### config.mk
export PLATFORM = sky130hd
export DESIGN_NAME = analog_key_rapid_trigger
export DESIGN_NICKNAME = d
export VERILOG_FILES = /design/src/hdl/akrt_pkg.sv /design/src/hdl/akrt_ram.sv /design/src/hdl/akrt_front.sv /design/src/hdl/akrt_queue.sv /design/src/hdl/akrt_back.sv /design/src/hdl/analog_key_rapid_trigger.sv
export SDC_FILE = /design/constraint.sdc
export NUM_CORES = 1
export LEC_CHECK = 0
export BUFFER_PORTS_ARGS = -buffer_cell sky130_fd_sc_hd__buf_2
export CAP_MARGIN = 20
export CORE_MARGIN = 2
export CORE_UTILIZATION = 40
export CTS_BUF_LIST = sky130_fd_sc_hd__clkbuf_4 sky130_fd_sc_hd__clkbuf_8
export CTS_CLUSTER_DIAMETER = 150
export DETAILED_ROUTE_END_ITERATION = 8
export GPL_TIMING_DRIVEN = 0
export PLACE_DENSITY_LB_ADDON = 0.3
export RECOVER_POWER = 100
export SYNTH_ARGS = -nofsm -noshare
export SYNTH_HDL_FRONTEND = slang
export SYNTH_HIERARCHICAL = 1
export SYNTH_SLANG_ARGS = --single-unit
### constraint.sdc
create_clock -name clk -period 15.2 [get_ports clk]
set_input_delay 0 -clock clk [delete_from_list [all_inputs] [get_ports clk]]
set_output_delay 0 -clock clk [all_outputs]
set_load 0.05 [all_outputs]
### src/hdl/akrt_pkg.sv
// shared types, constants and codes for the analog key rapid trigger block
package akrt_pkg;

    // key table size
    localparam int KEY_COUNT = 64;
    localparam int KEY_W     = 6;
    localparam int POS_W     = 8;

    // decoupling queue between classifier and state update
    localparam int QUEUE_DEPTH = 2;

    // configuration register indexes
    localparam int CFG_INDEX_W = 3;
    localparam int CFG_DATA_W  = 8;
    localparam logic [CFG_INDEX_W-1:0] REG_ACT_LEVEL        = 3'd0;
    localparam logic [CFG_INDEX_W-1:0] REG_RELEASE_POINT    = 3'd1;
    localparam logic [CFG_INDEX_W-1:0] REG_TRIGGER_MODE     = 3'd2;
    localparam logic [CFG_INDEX_W-1:0] REG_PRESS_DISTANCE   = 3'd3;
    localparam logic [CFG_INDEX_W-1:0] REG_RELEASE_DISTANCE = 3'd4;
    localparam logic [CFG_INDEX_W-1:0] REG_SWITCH_TYPE      = 3'd5;

    // trigger modes
    localparam logic [1:0] MODE_STATIC     = 2'd0;
    localparam logic [1:0] MODE_RAPID      = 2'd1;
    localparam logic [1:0] MODE_RAPID_ZERO = 2'd2;

    // key direction codes
    localparam logic [1:0] DIR_IDLE = 2'd0;
    localparam logic [1:0] DIR_DOWN = 2'd1;
    localparam logic [1:0] DIR_UP   = 2'd2;

    // hysteresis margins and the automatic release point code
    localparam logic [POS_W-1:0] MARGIN_TYPE0  = 8'd8;
    localparam logic [POS_W-1:0] MARGIN_TYPE1  = 8'd7;
    localparam logic [POS_W-1:0] RELEASE_AUTO  = 8'd255;

    // register reset values
    localparam logic [POS_W-1:0] RST_ACT_LEVEL        = 8'd128;
    localparam logic [POS_W-1:0] RST_RELEASE_POINT    = 8'd255;
    localparam logic [1:0]       RST_TRIGGER_MODE     = MODE_STATIC;
    localparam logic [POS_W-1:0] RST_PRESS_DISTANCE   = 8'd16;
    localparam logic [POS_W-1:0] RST_RELEASE_DISTANCE = 8'd0;
    localparam logic             RST_SWITCH_TYPE      = 1'b0;

    typedef struct packed {
        logic [KEY_W-1:0] key_index;
        logic [POS_W-1:0] position;
    } sample_t;

    typedef struct packed {
        logic [KEY_W-1:0] key_id;
        logic             pressed;
        logic             state_changed;
        logic [1:0]       direction;
    } result_t;

    typedef struct packed {
        logic [POS_W-1:0] act_level;
        logic [POS_W-1:0] release_point;
        logic [1:0]       trigger_mode;
        logic [POS_W-1:0] press_distance;
        logic [POS_W-1:0] release_distance;
        logic             switch_type;
    } cfg_t;

    // classified sample waiting in the queue
    typedef struct packed {
        logic [KEY_W-1:0] key_index;
        logic [POS_W-1:0] position;
        logic             above_act;
        logic             at_release;
    } item_t;

    // per-key stored state
    typedef struct packed {
        logic [1:0]       direction;
        logic             pressed;
        logic [POS_W-1:0] turning;
    } key_rec_t;

endpackage

### src/hdl/akrt_ram.sv
// generic single write port, single read port ram with registered read
module akrt_ram #(
    parameter int WIDTH = 8,
    parameter int DEPTH = 64
) (
    input  logic                     clk,
    input  logic                     wr_en,
    input  logic [$clog2(DEPTH)-1:0] wr_addr,
    input  logic [WIDTH-1:0]         wr_data,
    input  logic                     rd_en,
    input  logic [$clog2(DEPTH)-1:0] rd_addr,
    output logic [WIDTH-1:0]         rd_data
);

    logic [WIDTH-1:0] mem [DEPTH];
    logic [WIDTH-1:0] rd_data_reg;

    always_ff @(posedge clk)
    begin
        if (wr_en)
        begin
            mem[wr_addr] <= wr_data;
        end
        if (rd_en)
        begin
            rd_data_reg <= mem[rd_addr];
        end
    end

    assign rd_data = rd_data_reg;

endmodule

### src/hdl/akrt_front.sv
// front end: classifies a sample against the actuation and release thresholds
module akrt_front (
    input  akrt_pkg::cfg_t    cfg,
    input  akrt_pkg::sample_t sample,
    output akrt_pkg::item_t   item
);

    logic [akrt_pkg::POS_W-1:0] margin;
    logic [akrt_pkg::POS_W-1:0] lowered;
    logic [akrt_pkg::POS_W-1:0] release_pos;

    always_comb
    begin
        margin  = cfg.switch_type ? akrt_pkg::MARGIN_TYPE1 : akrt_pkg::MARGIN_TYPE0;
        // actuation minus margin, saturating at zero
        lowered = (cfg.act_level > margin) ? (cfg.act_level - margin) : '0;

        if (cfg.trigger_mode == akrt_pkg::MODE_STATIC)
        begin
            release_pos = (cfg.release_point == akrt_pkg::RELEASE_AUTO) ? lowered
                                                                        : cfg.release_point;
        end
        else if (cfg.trigger_mode == akrt_pkg::MODE_RAPID_ZERO)
        begin
            release_pos = '0;
        end
        else
        begin
            release_pos = lowered;
        end

        item.key_index  = sample.key_index;
        item.position   = sample.position;
        item.above_act  = sample.position > cfg.act_level;
        item.at_release = sample.position <= release_pos;
    end

endmodule

### src/hdl/akrt_queue.sv
// short fifo between the classifier and the key state update
module akrt_queue (
    input  logic            clk,
    input  logic            rst_n,
    input  logic            push,
    input  akrt_pkg::item_t push_item,
    output logic            full,
    input  logic            pop,
    output logic            head_valid,
    output akrt_pkg::item_t head_item
);

    localparam int PTR_W = (akrt_pkg::QUEUE_DEPTH > 1) ? $clog2(akrt_pkg::QUEUE_DEPTH) : 1;
    localparam int CNT_W = $clog2(akrt_pkg::QUEUE_DEPTH + 1);
    localparam logic [PTR_W-1:0] LAST_PTR = PTR_W'(akrt_pkg::QUEUE_DEPTH - 1);
    localparam logic [CNT_W-1:0] FULL_CNT = CNT_W'(akrt_pkg::QUEUE_DEPTH);

    akrt_pkg::item_t  entry_reg [akrt_pkg::QUEUE_DEPTH];
    logic [PTR_W-1:0] wr_ptr_reg;
    logic [PTR_W-1:0] wr_ptr_next;
    logic [PTR_W-1:0] rd_ptr_reg;
    logic [PTR_W-1:0] rd_ptr_next;
    logic [CNT_W-1:0] count_reg;
    logic [CNT_W-1:0] count_next;

    assign full       = count_reg == FULL_CNT;
    assign head_valid = count_reg != '0;
    assign head_item  = entry_reg[rd_ptr_reg];

    always_comb
    begin
        wr_ptr_next = wr_ptr_reg;
        rd_ptr_next = rd_ptr_reg;
        count_next  = count_reg;
        if (push)
        begin
            wr_ptr_next = (wr_ptr_reg == LAST_PTR) ? '0 : wr_ptr_reg + 1'b1;
        end
        if (pop)
        begin
            rd_ptr_next = (rd_ptr_reg == LAST_PTR) ? '0 : rd_ptr_reg + 1'b1;
        end
        if (push && !pop)
        begin
            count_next = count_reg + 1'b1;
        end
        else if (pop && !push)
        begin
            count_next = count_reg - 1'b1;
        end
    end

    always_ff @(posedge clk or negedge rst_n)
    begin
        if (!rst_n)
        begin
            wr_ptr_reg <= '0;
            rd_ptr_reg <= '0;
            count_reg  <= '0;
        end
        else
        begin
            wr_ptr_reg <= wr_ptr_next;
            rd_ptr_reg <= rd_ptr_next;
            count_reg  <= count_next;
        end
    end

    always_ff @(posedge clk)
    begin
        if (push)
        begin
            entry_reg[wr_ptr_reg] <= push_item;
        end
    end

endmodule

### src/hdl/akrt_back.sv
// back end: key state lookup, trigger update, write back and result register
module akrt_back (
    input  logic             clk,
    input  logic             rst_n,
    input  akrt_pkg::cfg_t   cfg,
    input  logic             head_valid,
    input  akrt_pkg::item_t  head_item,
    output logic             pop,
    output logic             result_valid,
    input  logic             result_stall,
    output akrt_pkg::result_t result
);

    // lookup stage
    logic                         stage_valid_reg;
    akrt_pkg::item_t              stage_item_reg;
    logic                         stage_fwd_reg;
    logic                         stage_hit_reg;
    akrt_pkg::key_rec_t           fwd_state_reg;
    logic [akrt_pkg::KEY_COUNT-1:0] entry_valid_reg;

    // result register
    logic                         out_valid_reg;
    akrt_pkg::result_t            out_reg;

    logic                         out_free;
    logic                         stage_fire;
    akrt_pkg::key_rec_t           ram_state;
    akrt_pkg::key_rec_t           cur_state;
    akrt_pkg::key_rec_t           new_state;
    akrt_pkg::result_t            new_result;
    logic [akrt_pkg::POS_W-1:0]   rel_dist;
    logic [akrt_pkg::POS_W-1:0]   pos;
    logic [akrt_pkg::POS_W-1:0]   prev;

    assign out_free   = !out_valid_reg || !result_stall;
    assign stage_fire = stage_valid_reg && out_free;
    assign pop        = head_valid && (!stage_valid_reg || stage_fire);

    akrt_ram #(
        .WIDTH ($bits(akrt_pkg::key_rec_t)),
        .DEPTH (akrt_pkg::KEY_COUNT)
    ) u_state_ram (
        .clk     (clk),
        .wr_en   (stage_fire),
        .wr_addr (stage_item_reg.key_index),
        .wr_data (new_state),
        .rd_en   (pop),
        .rd_addr (head_item.key_index),
        .rd_data (ram_state)
    );

    always_comb
    begin
        // forwarded write beats ram, unwritten key reads as reset state
        if (stage_fwd_reg)
        begin
            cur_state = fwd_state_reg;
        end
        else if (stage_hit_reg)
        begin
            cur_state = ram_state;
        end
        else
        begin
            cur_state = '0;
        end

        rel_dist  = (cfg.release_distance == '0) ? cfg.press_distance : cfg.release_distance;
        pos       = stage_item_reg.position;
        prev      = cur_state.turning;
        new_state = cur_state;

        if (cfg.trigger_mode == akrt_pkg::MODE_STATIC)
        begin
            new_state.direction = akrt_pkg::DIR_IDLE;
            if (stage_item_reg.above_act)
            begin
                new_state.pressed = 1'b1;
            end
            else if (stage_item_reg.at_release)
            begin
                new_state.pressed = 1'b0;
            end
        end
        else if (cur_state.direction == akrt_pkg::DIR_IDLE)
        begin
            if (stage_item_reg.above_act)
            begin
                new_state.turning   = pos;
                new_state.direction = akrt_pkg::DIR_DOWN;
                new_state.pressed   = 1'b1;
            end
        end
        else if (stage_item_reg.at_release)
        begin
            new_state.turning   = pos;
            new_state.direction = akrt_pkg::DIR_IDLE;
            new_state.pressed   = 1'b0;
        end
        else if (cur_state.direction == akrt_pkg::DIR_DOWN)
        begin
            if (pos > prev)
            begin
                new_state.turning = pos;
            end
            else if ((prev > pos) && ((prev - pos) > rel_dist))
            begin
                new_state.turning   = pos;
                new_state.direction = akrt_pkg::DIR_UP;
                new_state.pressed   = 1'b0;
            end
        end
        else
        begin
            if (pos < prev)
            begin
                new_state.turning = pos;
            end
            else if ((pos > prev) && ((pos - prev) > cfg.press_distance))
            begin
                new_state.turning   = pos;
                new_state.direction = akrt_pkg::DIR_DOWN;
                new_state.pressed   = 1'b1;
            end
        end

        new_result.key_id        = stage_item_reg.key_index;
        new_result.pressed       = new_state.pressed;
        new_result.state_changed = new_state.pressed != cur_state.pressed;
        new_result.direction     = new_state.direction;
    end

    always_ff @(posedge clk or negedge rst_n)
    begin
        if (!rst_n)
        begin
            stage_valid_reg <= 1'b0;
            stage_fwd_reg   <= 1'b0;
            stage_hit_reg   <= 1'b0;
            entry_valid_reg <= '0;
            out_valid_reg   <= 1'b0;
        end
        else
        begin
            if (pop)
            begin
                stage_valid_reg <= 1'b1;
                stage_fwd_reg   <= stage_fire &&
                                   (stage_item_reg.key_index == head_item.key_index);
                stage_hit_reg   <= entry_valid_reg[head_item.key_index];
            end
            else if (stage_fire)
            begin
                stage_valid_reg <= 1'b0;
            end
            if (stage_fire)
            begin
                entry_valid_reg[stage_item_reg.key_index] <= 1'b1;
            end
            if (out_free)
            begin
                out_valid_reg <= stage_valid_reg;
            end
        end
    end

    always_ff @(posedge clk)
    begin
        if (pop)
        begin
            stage_item_reg <= head_item;
        end
        if (stage_fire)
        begin
            fwd_state_reg <= new_state;
            out_reg       <= new_result;
        end
    end

    assign result_valid = out_valid_reg;
    assign result       = out_reg;

endmodule

### src/hdl/analog_key_rapid_trigger.sv
// top level of the analog key rapid trigger block
// path: a sample passes the queue, the lookup stage and the result register in turn
// throughput: one sample per cycle while result_stall is low; the state ram has one
//   read and one write port and a same-key sample right behind another is forwarded
// reset: configuration returns to its defaults and the per-key valid bits clear,
//   so every key reads as inactive, released, turning position zero
// the key state ram itself is not cleared; no clearing pass, samples accepted at once
module analog_key_rapid_trigger (
    input  logic                              clk,
    input  logic                              rst_n,
    // sample channel
    input  logic                              sample_valid,
    output logic                              sample_stall,
    input  akrt_pkg::sample_t                 sample,
    // result channel
    output logic                              result_valid,
    input  logic                              result_stall,
    output akrt_pkg::result_t                 result,
    // configuration write port
    input  logic                              cfg_write_en,
    input  logic [akrt_pkg::CFG_INDEX_W-1:0]  cfg_index,
    input  logic [akrt_pkg::CFG_DATA_W-1:0]   cfg_data
);

    akrt_pkg::cfg_t  cfg_reg;
    akrt_pkg::item_t front_item;
    akrt_pkg::item_t head_item;
    logic            queue_full;
    logic            queue_push;
    logic            head_valid;
    logic            queue_pop;

    // configuration registers; writes to unused indexes are dropped
    always_ff @(posedge clk or negedge rst_n)
    begin
        if (!rst_n)
        begin
            cfg_reg.act_level        <= akrt_pkg::RST_ACT_LEVEL;
            cfg_reg.release_point    <= akrt_pkg::RST_RELEASE_POINT;
            cfg_reg.trigger_mode     <= akrt_pkg::RST_TRIGGER_MODE;
            cfg_reg.press_distance   <= akrt_pkg::RST_PRESS_DISTANCE;
            cfg_reg.release_distance <= akrt_pkg::RST_RELEASE_DISTANCE;
            cfg_reg.switch_type      <= akrt_pkg::RST_SWITCH_TYPE;
        end
        else if (cfg_write_en)
        begin
            unique case (cfg_index)
                akrt_pkg::REG_ACT_LEVEL:        cfg_reg.act_level        <= cfg_data;
                akrt_pkg::REG_RELEASE_POINT:    cfg_reg.release_point    <= cfg_data;
                akrt_pkg::REG_TRIGGER_MODE:     cfg_reg.trigger_mode     <= cfg_data[1:0];
                akrt_pkg::REG_PRESS_DISTANCE:   cfg_reg.press_distance   <= cfg_data;
                akrt_pkg::REG_RELEASE_DISTANCE: cfg_reg.release_distance <= cfg_data;
                akrt_pkg::REG_SWITCH_TYPE:      cfg_reg.switch_type      <= cfg_data[0];
                default:                        ;
            endcase
        end
    end

    // front: threshold compares need no key state, so they happen at transfer
    akrt_front u_front (
        .cfg    (cfg_reg),
        .sample (sample),
        .item   (front_item)
    );

    // a sample is taken whenever the queue has room
    assign sample_stall = queue_full;
    assign queue_push   = sample_valid && !queue_full;

    akrt_queue u_queue (
        .clk        (clk),
        .rst_n      (rst_n),
        .push       (queue_push),
        .push_item  (front_item),
        .full       (queue_full),
        .pop        (queue_pop),
        .head_valid (head_valid),
        .head_item  (head_item)
    );

    // back: read-modify-write of the key state and the result register
    akrt_back u_back (
        .clk          (clk),
        .rst_n        (rst_n),
        .cfg          (cfg_reg),
        .head_valid   (head_valid),
        .head_item    (head_item),
        .pop          (queue_pop),
        .result_valid (result_valid),
        .result_stall (result_stall),
        .result       (result)
    );

    // a key moving down is always pressed
    a_down_pressed : assert property (@(posedge clk) disable iff (!rst_n)
        result_valid && (result.direction == akrt_pkg::DIR_DOWN) |-> result.pressed)
        else $error("key moving down reported as released");

    // a key moving up after a release is never pressed
    a_up_released : assert property (@(posedge clk) disable iff (!rst_n)
        result_valid && (result.direction == akrt_pkg::DIR_UP) |-> !result.pressed)
        else $error("key moving up reported as pressed");

    // static threshold mode never reports a direction
    a_static_idle : assert property (@(posedge clk) disable iff (!rst_n)
        result_valid && (cfg_reg.trigger_mode == akrt_pkg::MODE_STATIC)
        |-> (result.direction == akrt_pkg::DIR_IDLE))
        else $error("direction reported in static threshold mode");

    // nothing leaves the queue that was not put in
    a_pop_nonempty : assert property (@(posedge clk) disable iff (!rst_n)
        queue_pop |-> head_valid)
        else $error("queue popped while empty");

endmodule
-- After elaboration in Yosys (flattened, before gate mapping)
Memory sizes are Yosys's and may differ from the RTL's. A register that Yosys moved wholly into a read port is not among the register bits.
Cells that the tools add are included.
- add/subtract/negate cells: 7
- $lt $le $gt $ge: 11
- eq/ne operators: 11
- muxes and demuxes: 36
- bitwise logic cells: 1
- reductions and logical operators: 30
- operators with widths (cell ; number):
    11-bit 2-to-1 mux ; 8
    8-bit 2-to-1 mux ; 8
    64-bit OR ; 1
    8-bit > comparator ; 6
    8-bit subtractor ; 3
    6-bit by 7-bit less-than comparator with 1-bit output, second input constant ; 2
    1-bit 2-to-1 mux ; 12
    2-bit AND reduction ; 6
    1-bit logical AND ; 9
    3-bit 2-to-1 mux ; 3
    8-bit == test, second input constant ; 1
    8-bit <= comparator ; 1
    8-bit zero test ; 1
    8-bit less-than comparator ; 1
    1-bit binary-select mux with 6-bit select ; 1
    1-bit demux with 6-bit select ; 1
    3-bit by 2-bit == test with 1-bit output, second input constant ; 2
    3-bit == test, second input constant ; 2
    6-bit == test ; 1
    6-bit by 1-bit >= comparator with 1-bit output, second input constant ; 1
    1-bit zero test ; 6
    2-bit nonzero test ; 3
    2-bit == test, second input constant ; 2
    2-bit zero test ; 2
    other kinds (10) ; 13
- flip-flop bits (word level): 141
- bits in writable memories: 736
- bits of input ports: 30
- output and inout bits: 12
- word-level logic and storage cells: 121
- memories: 2
- memory list (memory ; depth ; bits a word ; rd ports ; clocked after memory_dff ; write ports ; line ; source):
    u_back.u_state_ram.mem ; 64 ; 11 ; 1 ; 1 ; 1 ; akrt_ram.sv:15 ; logic [WIDTH-1:0] mem [DEPTH];
    u_queue.entry_reg ; 2 ; 16 ; 1 ; 0 ; 1 ; akrt_queue.sv:18 ; akrt_pkg::item_t entry_reg [akrt_pkg::QUEUE_DEPTH];

-- Depth between registers and ports, before layout
Gate-level depths: netlist (run 1).
- depth after elaboration: 12
- mapped depth: 21
- depth with buffers taken out: 19

-- Cells and area by module
The synthesis (run 1) kept the hierarchy.
- modules (own cells, without submodules) (module ; times used ; cells each ; area an instance (um2) ; seq. area each (um2)):
    akrt_ram ; 1 ; 1279 ; 27596.5 ; 21470.6
    akrt_back ; 1 ; 492 ; 5700.5 ; 2722.6
    akrt_queue ; 1 ; 66 ; 1395.1 ; 1061.0
    analog_key_rapid_trigger ; 1 ; 79 ; 1390.1 ; 888.4
    akrt_front ; 1 ; 126 ; 897.1 ; 0.0

-- Worst setup path before layout (run 1)
OpenSTA, ideal clock, no wires.
- path kind: register to register
- start point: register u_back.stage_hit_reg
- end point: register u_back.out_reg (netlist bit u_back/result[1]), data pin
- setup time: 874 ps
- arrival time: 6933 ps
- data required time: 14326 ps
- slack: 7392 ps
- cell stages (with the launch flop): 19
- path buffers: 1
- period minus slack after synthesis: 7808 ps
- path through: dfrtp_1 -> nor2b_2 -> buf_6 -> a22oi_1 -> inv_1 -> ha_1 -> ha_1 -> a221o_1 -> a22o_2 -> a21o_1 -> a21oi_1 -> xnor2_1 -> ha_1 -> nand4_1 -> nor2_1 -> o21bai_1 -> nor3_1 -> a2bb2oi_1 -> nor4_1
- RTL lines (element ; line ; source):
    start: declaration ; akrt_back.sv:18 ; logic stage_hit_reg;
    start signal: assignment ; akrt_back.sv:151 ; stage_hit_reg <= entry_valid_reg[head_item.key_index];
    end signal: assignment ; akrt_back.sv:177 ; out_reg <= new_result;
    end: declaration ; akrt_back.sv:24 ; akrt_pkg::result_t out_reg;

==> flow_summary.yaml, run 1 <==
drt:
  drc: 0
  routedWlPerCell_um: 23.9
  routed_wl_mm: 87.1
  firstDrtPassIters: 6
  num_vias: 20300
  dr.first_iter.drc_count: 1801
  routed_via_density: 5.56
  detail-route-antenna-nets: 0
synth:
  synth_ff_type: "edfxtp_1"
  post_synth_inst_count: 2042
  synth_area_leader_cell: "edfxtp_1"
  ys_seq_area_frac: 0.707
  synth_nets: 2124
  synthesis.area_mm2: 0.0370
  synth_area_leaders: "edfxtp_1 63%, mux4_2 11%, dfrtp_1 6.6%"
  synth_warnings: 6
  synth_edf_count: 781
  ys_ff_latch: 888
  synth_top_area_share: 0.634
  avgSynthCellArea_um2: 18.1
  synth_cell_type_count: 77
  synth-async-reset-ratio: 0.120
critical_path:
  r2r-start: "u_back/stage_fwd_reg$_DFFE_PN0P_"
  required_ns: 15.54
  worst_r2r_path_depth: 18
  startpoint_type: "flip-flop"
  worstSetupPathType: "reg -> reg"
  worstPathMaxFanout: 36
  end_kind: "flip-flop"
  startpoint: "u_back/stage_fwd_reg$_DFFE_PN0P_"
  crit_arrival_ns: 9.03
die:
  die-area_mm2: 0.0949
  die_y_um: 308
  die_x_um: 308
  start_util: 0.403
  ios: 42
  rows: 111
  core_mm2: 0.0917
timing:
  finalSetupViolations: 0
  timing.final.crit_share: 0.572
  fmax_mhz: 115
  hold_ws_ns: 0.0844
  skew_ns: 0.0271
  drv_slew: 433
  setup_tns_ns: 0
  tightest_slew_ns: 3.01
  post-route-min-period_ns: 8.69
  rsz0062_at_grt: "no"
  hold_viol_final: 0
  slew_headroom: -1.00
layout:
  fin_nets: 2425
  final_cell_mix: "781 x edfxtp_1, 178 x mux4_2, 153 x clkbuf_8, 151 x clkbuf_1, 97 x dfrtp_1"
  layout_commonest_cell: "edfxtp_1"
  syn2layout_area_growth_pct: 13.7
  largest_reg_flops: 704
  drive_above_1_share: 0.219
global_routing:
  grt_pass1_wl_mm: 131
  antenna_found_initial: 2
  grt_remaining_overflow: 0
  grt_pass1_vias: 21100
  grt_max_degree: 55
  grtUsageTotal: 0.186
power_and_ir_drop:
  power_density_mw_per_mm2: 216
  leakagePower_nw: 14.4
  ir_drop_mv: 0.152
worst_hold_path:
  min_from: "cfg_data[2]"
  hold_depth: 3
  hold_path_class: "in -> reg"
job:
  maxCapViolCount: 15
clock_tree:
  numCtsBuffers: 145
  clk_path_buf_depth: 3
  clk_latency_ns: 0.80
  clkTransAtPathRegs_ns: 0.06
  cts_root_buf: "clkbuf_8"
  clock-sinks: 888
  cts_tree: "built"
  htree_levels: 4
place:
  gp_congestion: 0.852
  hpwlAfterDp_mm: 58.9
  io_buffers: 35
status:
  status: "complete, but fails checks"
  violations: "capacitance limit, slew limit"
-- cells by family (layout without fill, tap and decap cells) --
family          count (synthesis)  after routing  synth area share
flops                         888            888             0.707
fa+ha+maj                      52             52            0.0180
xor+xnor                       24             24           0.00568
mux                           312            312             0.147
simple gates                  306            306            0.0420
other cells                     0              1                 0
buf+inv                       165            575            0.0231
compound gates                295            295            0.0569
-- power breakdown --
part	switching (mW)	internal, mW	total (mW)
Sequential	0.146	3.70	3.84
Combinational	2.16	1.07	3.23
Clock	0.920	1.10	2.02
-- repair_timing --
item	in CTS	in global routing
hold buffers	44	0
hold endpoints to repair	202	0
resized for setup	0	0
setup endpoints to repair	0	0
setup buffers	0	0
-- layout make-up --
type	count	area, µm²
fillers	7884	49600
multi-input cells	989	9940
flip-flops and latches	888	26100
clock buffers	195	2420
repair buffers	154	863
well taps	1186	1480
clock inverters	61	395
diodes	1	2.50
plain buffers	119	626
inverters	46	173
-- through the flow --
stage / worst slack, ns / cell area [µm²] / utilization / std cells / total power, mW
2_1_floorplan: 7.39 / 37000 / - / 2042 / 5.97
3_3_place_gp: 2.31 / 38600 / 0.422 / 3263 / 7.08
3_5_place_dp: 9.27 / 39300 / 0.429 / 3299 / 7.39
4_1_cts: 9.22 / 42600 / 0.465 / 3599 / 9.45
5_1_grt: 5.62 / 42000 / 0.459 / 3639 / 9.58
6_report: 6.51 / 42000 / 0.459 / 3639 / 9.09
-- worst paths after layout --
kind,to,slack [ns]
hold / removal,cfg_reg[11]$_DFFE_PN0P_,0.08
hold reg to reg,u_back/entry_valid_reg[30]$_DFFE_PN0P_,0.45
max in group asynchronous,cfg_reg[29]$_DFFE_PN0P_,12.01
setup / recovery,u_back/u_state_ram/mem[26][5]$_DFFE_PP_,6.51
setup reg to reg,u_back/u_state_ram/mem[26][5]$_DFFE_PP_,6.51
min in group asynchronous,u_back/entry_valid_reg[1]$_DFFE_PN0P_,1.35
-- critical path, cell delays in order (launching register included) --
cell,delay (ns)
dfrtp_1,0.43
clkbuf_1,0.33
clkbuf_1,0.42
a22oi_1,0.28
inv_1,0.10
ha_1,0.22
clkbuf_1,0.21
and3_1,0.26
a221oi_1,0.42
xnor2_1,0.12
ha_1,0.34
nand4_1,0.13
o22ai_1,0.09
or3_2,0.41
a211oi_1,0.48
a2111o_1,0.17
clkbuf_1,0.51
mux2i_1,1.95
clkbuf_1,1.32
-- layer usage --
| layer | GRT usage | vias to the layer above | wire length (µm) |
|---|---|---|---|
| met3 | 0.0419 | 172 | 6040 |
| met1 | 0.244 | 10500 | 36000 |
| li1 | - | 8827 | - |
| met4 | 0.0698 | 0 | 2570 |
| met5 | 0 | - | 0 |
| met2 | 0.304 | 710 | 42400 |
-- synthesized netlist by cell type, types with 38 or more instances --
cell	number
mux2_2	43
mux4_2	178
nand2_1	81
clkbuf_1	42
edfxtp_1	781
a21oi_1	47
o21ai_0	38
dfrtp_1	97
o21bai_1	59
mux2i_1	82
nor2_1	89
ha_1	50
inv_1	44
No activity file was read; power rests on OpenSTA's default activity.
==> run 2: changes to the inputs <==
Clock period 15.2 ns to 7.85 ns, I/O delays scaled along.
==> flow_summary.yaml, run 2 (same netlist as run 1, synthesis figures left out) <==
status:
  status: "complete, but fails checks"
  violations: "capacitance limit, slew limit"
clock_tree:
  htree_levels: 4
  numCtsBuffers: 145
  clk_path_buf_depth: 3
  clkTransAtPathRegs_ns: 0.06
  cts_tree: "built"
  clk_latency_ns: 0.79
  cts_root_buf: "clkbuf_8"
  clock-sinks: 888
power_and_ir_drop:
  power.internal_mw: 11.7
  combPwrFrac: 0.375
  clkPwrFrac: 0.217
  fin_total_pwr_mw: 18.0
  power_density_mw_per_mm2: 425
  ir_drop_mv: 0.413
  switchingPower_mw: 6.33
  switching_share: 0.351
  power_frac_seq: 0.407
  leakagePower_nw: 14.6
timing:
  skew_ns: 0.0272
  post-route-min-period_ns: 6.58
  hold_viol_final: 0
  hold_ws_ns: 0.0862
  slew_headroom: -1.01
  drv_slew: 169
  tightest_slew_ns: 3.02
  fmax_mhz: 152
  setup_tns_ns: 0
  timing.final.crit_share: 0.838
  finalSetupViolations: 0
  rsz0062_at_grt: "no"
drt:
  firstDrtPassIters: 5
  routed_wl_mm: 87.1
  num_vias: 20300
  routed_via_density: 5.57
  dr.first_iter.drc_count: 1842
  routedWlPerCell_um: 23.9
  detail-route-antenna-nets: 0
  drc: 0
critical_path:
  worstSetupPathType: "reg -> reg"
  required_ns: 8.41
  end_kind: "flip-flop"
  worstPathMaxFanout: 14
  startpoint_type: "flip-flop"
  crit_arrival_ns: 7.14
worst_hold_path:
  hold_path_class: "in -> reg"
layout:
  layout_commonest_cell: "edfxtp_1"
  final_cell_mix: "781 x edfxtp_1, 178 x mux4_2, 153 x clkbuf_8, 128 x clkbuf_1, 97 x dfrtp_1"
  fin_nets: 2425
  largest_reg_flops: 704
  syn2layout_area_growth_pct: 14.7
  final_util: 0.463
  final_cell_count_no_fill: 3639
  drive_above_1_share: 0.229
global_routing:
  grt_max_degree: 55
  grt_pass1_vias: 21100
  grt_remaining_overflow: 0
  antenna_found_initial: 2
  grt_pass1_wl_mm: 131
  grtUsageTotal: 0.186
die:
  start_util: 0.403
  core_mm2: 0.0917
  ios: 42
  rows: 111
  die_x_um: 308
  die_y_um: 308
  die-area_mm2: 0.0949
place:
  io_buffers: 35
  dpl.cell_count: 3299
  gp_congestion: 0.852
  hpwlAfterDp_mm: 58.9
job:
  maxCapViolCount: 4
## run 2: what timing repair did
action | CTS | global route
endpoints found under the hold margin | 202 | 0
gates resized for setup | 0 | 0
buffers inserted | 0 | 0
hold buffers | 44 | 0
## run 2: final cells by class
type | instances | area [µm²]
multi-input combinational | 989 | 9940
buffer | 119 | 641
clock inverter | 61 | 395
tap | 1186 | 1480
sequential | 888 | 26100
fill | 7837 | 49300
timing repair buffer | 154 | 1200
inverter | 46 | 173
antenna | 1 | 2.50
clock buffer | 195 | 2420
## run 2: path summary, 6_finish.rpt
path | from | endpoint | slack (ns) | depth (start not counted)
setup reg to reg | u_back/stage_fwd_reg$_DFFE_PN0P_ | u_back/u_state_ram/mem[0][10]$_DFFE_PP_ | 1.27 | 19
hold / removal | cfg_data[2] | cfg_reg[11]$_DFFE_PN0P_ | 0.09 | 3
hold reg to reg | u_back/entry_valid_reg[30]$_DFFE_PN0P_ | u_back/entry_valid_reg[30]$_DFFE_PN0P_ | 0.45 | 1
max in group asynchronous | rst_n | cfg_reg[29]$_DFFE_PN0P_ | 4.66 | 4
setup / recovery | u_back/stage_fwd_reg$_DFFE_PN0P_ | u_back/u_state_ram/mem[0][10]$_DFFE_PP_ | 1.27 | 19
min in group asynchronous | rst_n | u_back/entry_valid_reg[1]$_DFFE_PN0P_ | 1.35 | 4
## run 2: power by group through the flow
stage | combinational [mW] | sequential [mW] | clock [mW]
finish | 6.77 | 7.35 | 3.92
global route | 7.33 | 7.40 | 4.24
global placement | 5.94 | 7.63 | 0
detailed placement | 6.89 | 7.42 | 0
CTS | 6.93 | 7.34 | 4.02
floorplan | 4.05 | 7.50 | 0
## run 2: layer usage
metal	track usage	vias to the layer above	routed length, µm
li1	-	8826	-
met5	0	-	0
met1	0.244	10600	36100
met3	0.0419	159	5960
met2	0.304	707	42500
met4	0.0698	0	2540
## run 2: stage by stage
stage          setup slack (ns)  area [µm²]
2_1_floorplan            0.0423       37000
3_3_place_gp              -5.04       38600
3_5_place_dp               1.92       39300
4_1_cts                    1.87       42600
5_1_grt                   0.769       42400
6_report                   1.27       42400
## run 2: worst max-delay path: stages, from the launching register on
cell and delay [ns]:
dfrtp_1 0.47, clkbuf_1 0.34, clkbuf_1 0.43, a22oi_1 0.28, inv_1 0.10, ha_1 0.22
clkbuf_1 0.21, a21o_1 0.24, a221oi_1 0.45, xnor2_1 0.12, ha_1 0.34, nand4_1 0.13
o22ai_1 0.09, or3_2 0.41, a211oi_1 0.49, a2bb2oi_1 0.13, nor4_1 0.96, buf_4 0.36
buf_4 0.22, clkbuf_1 0.36
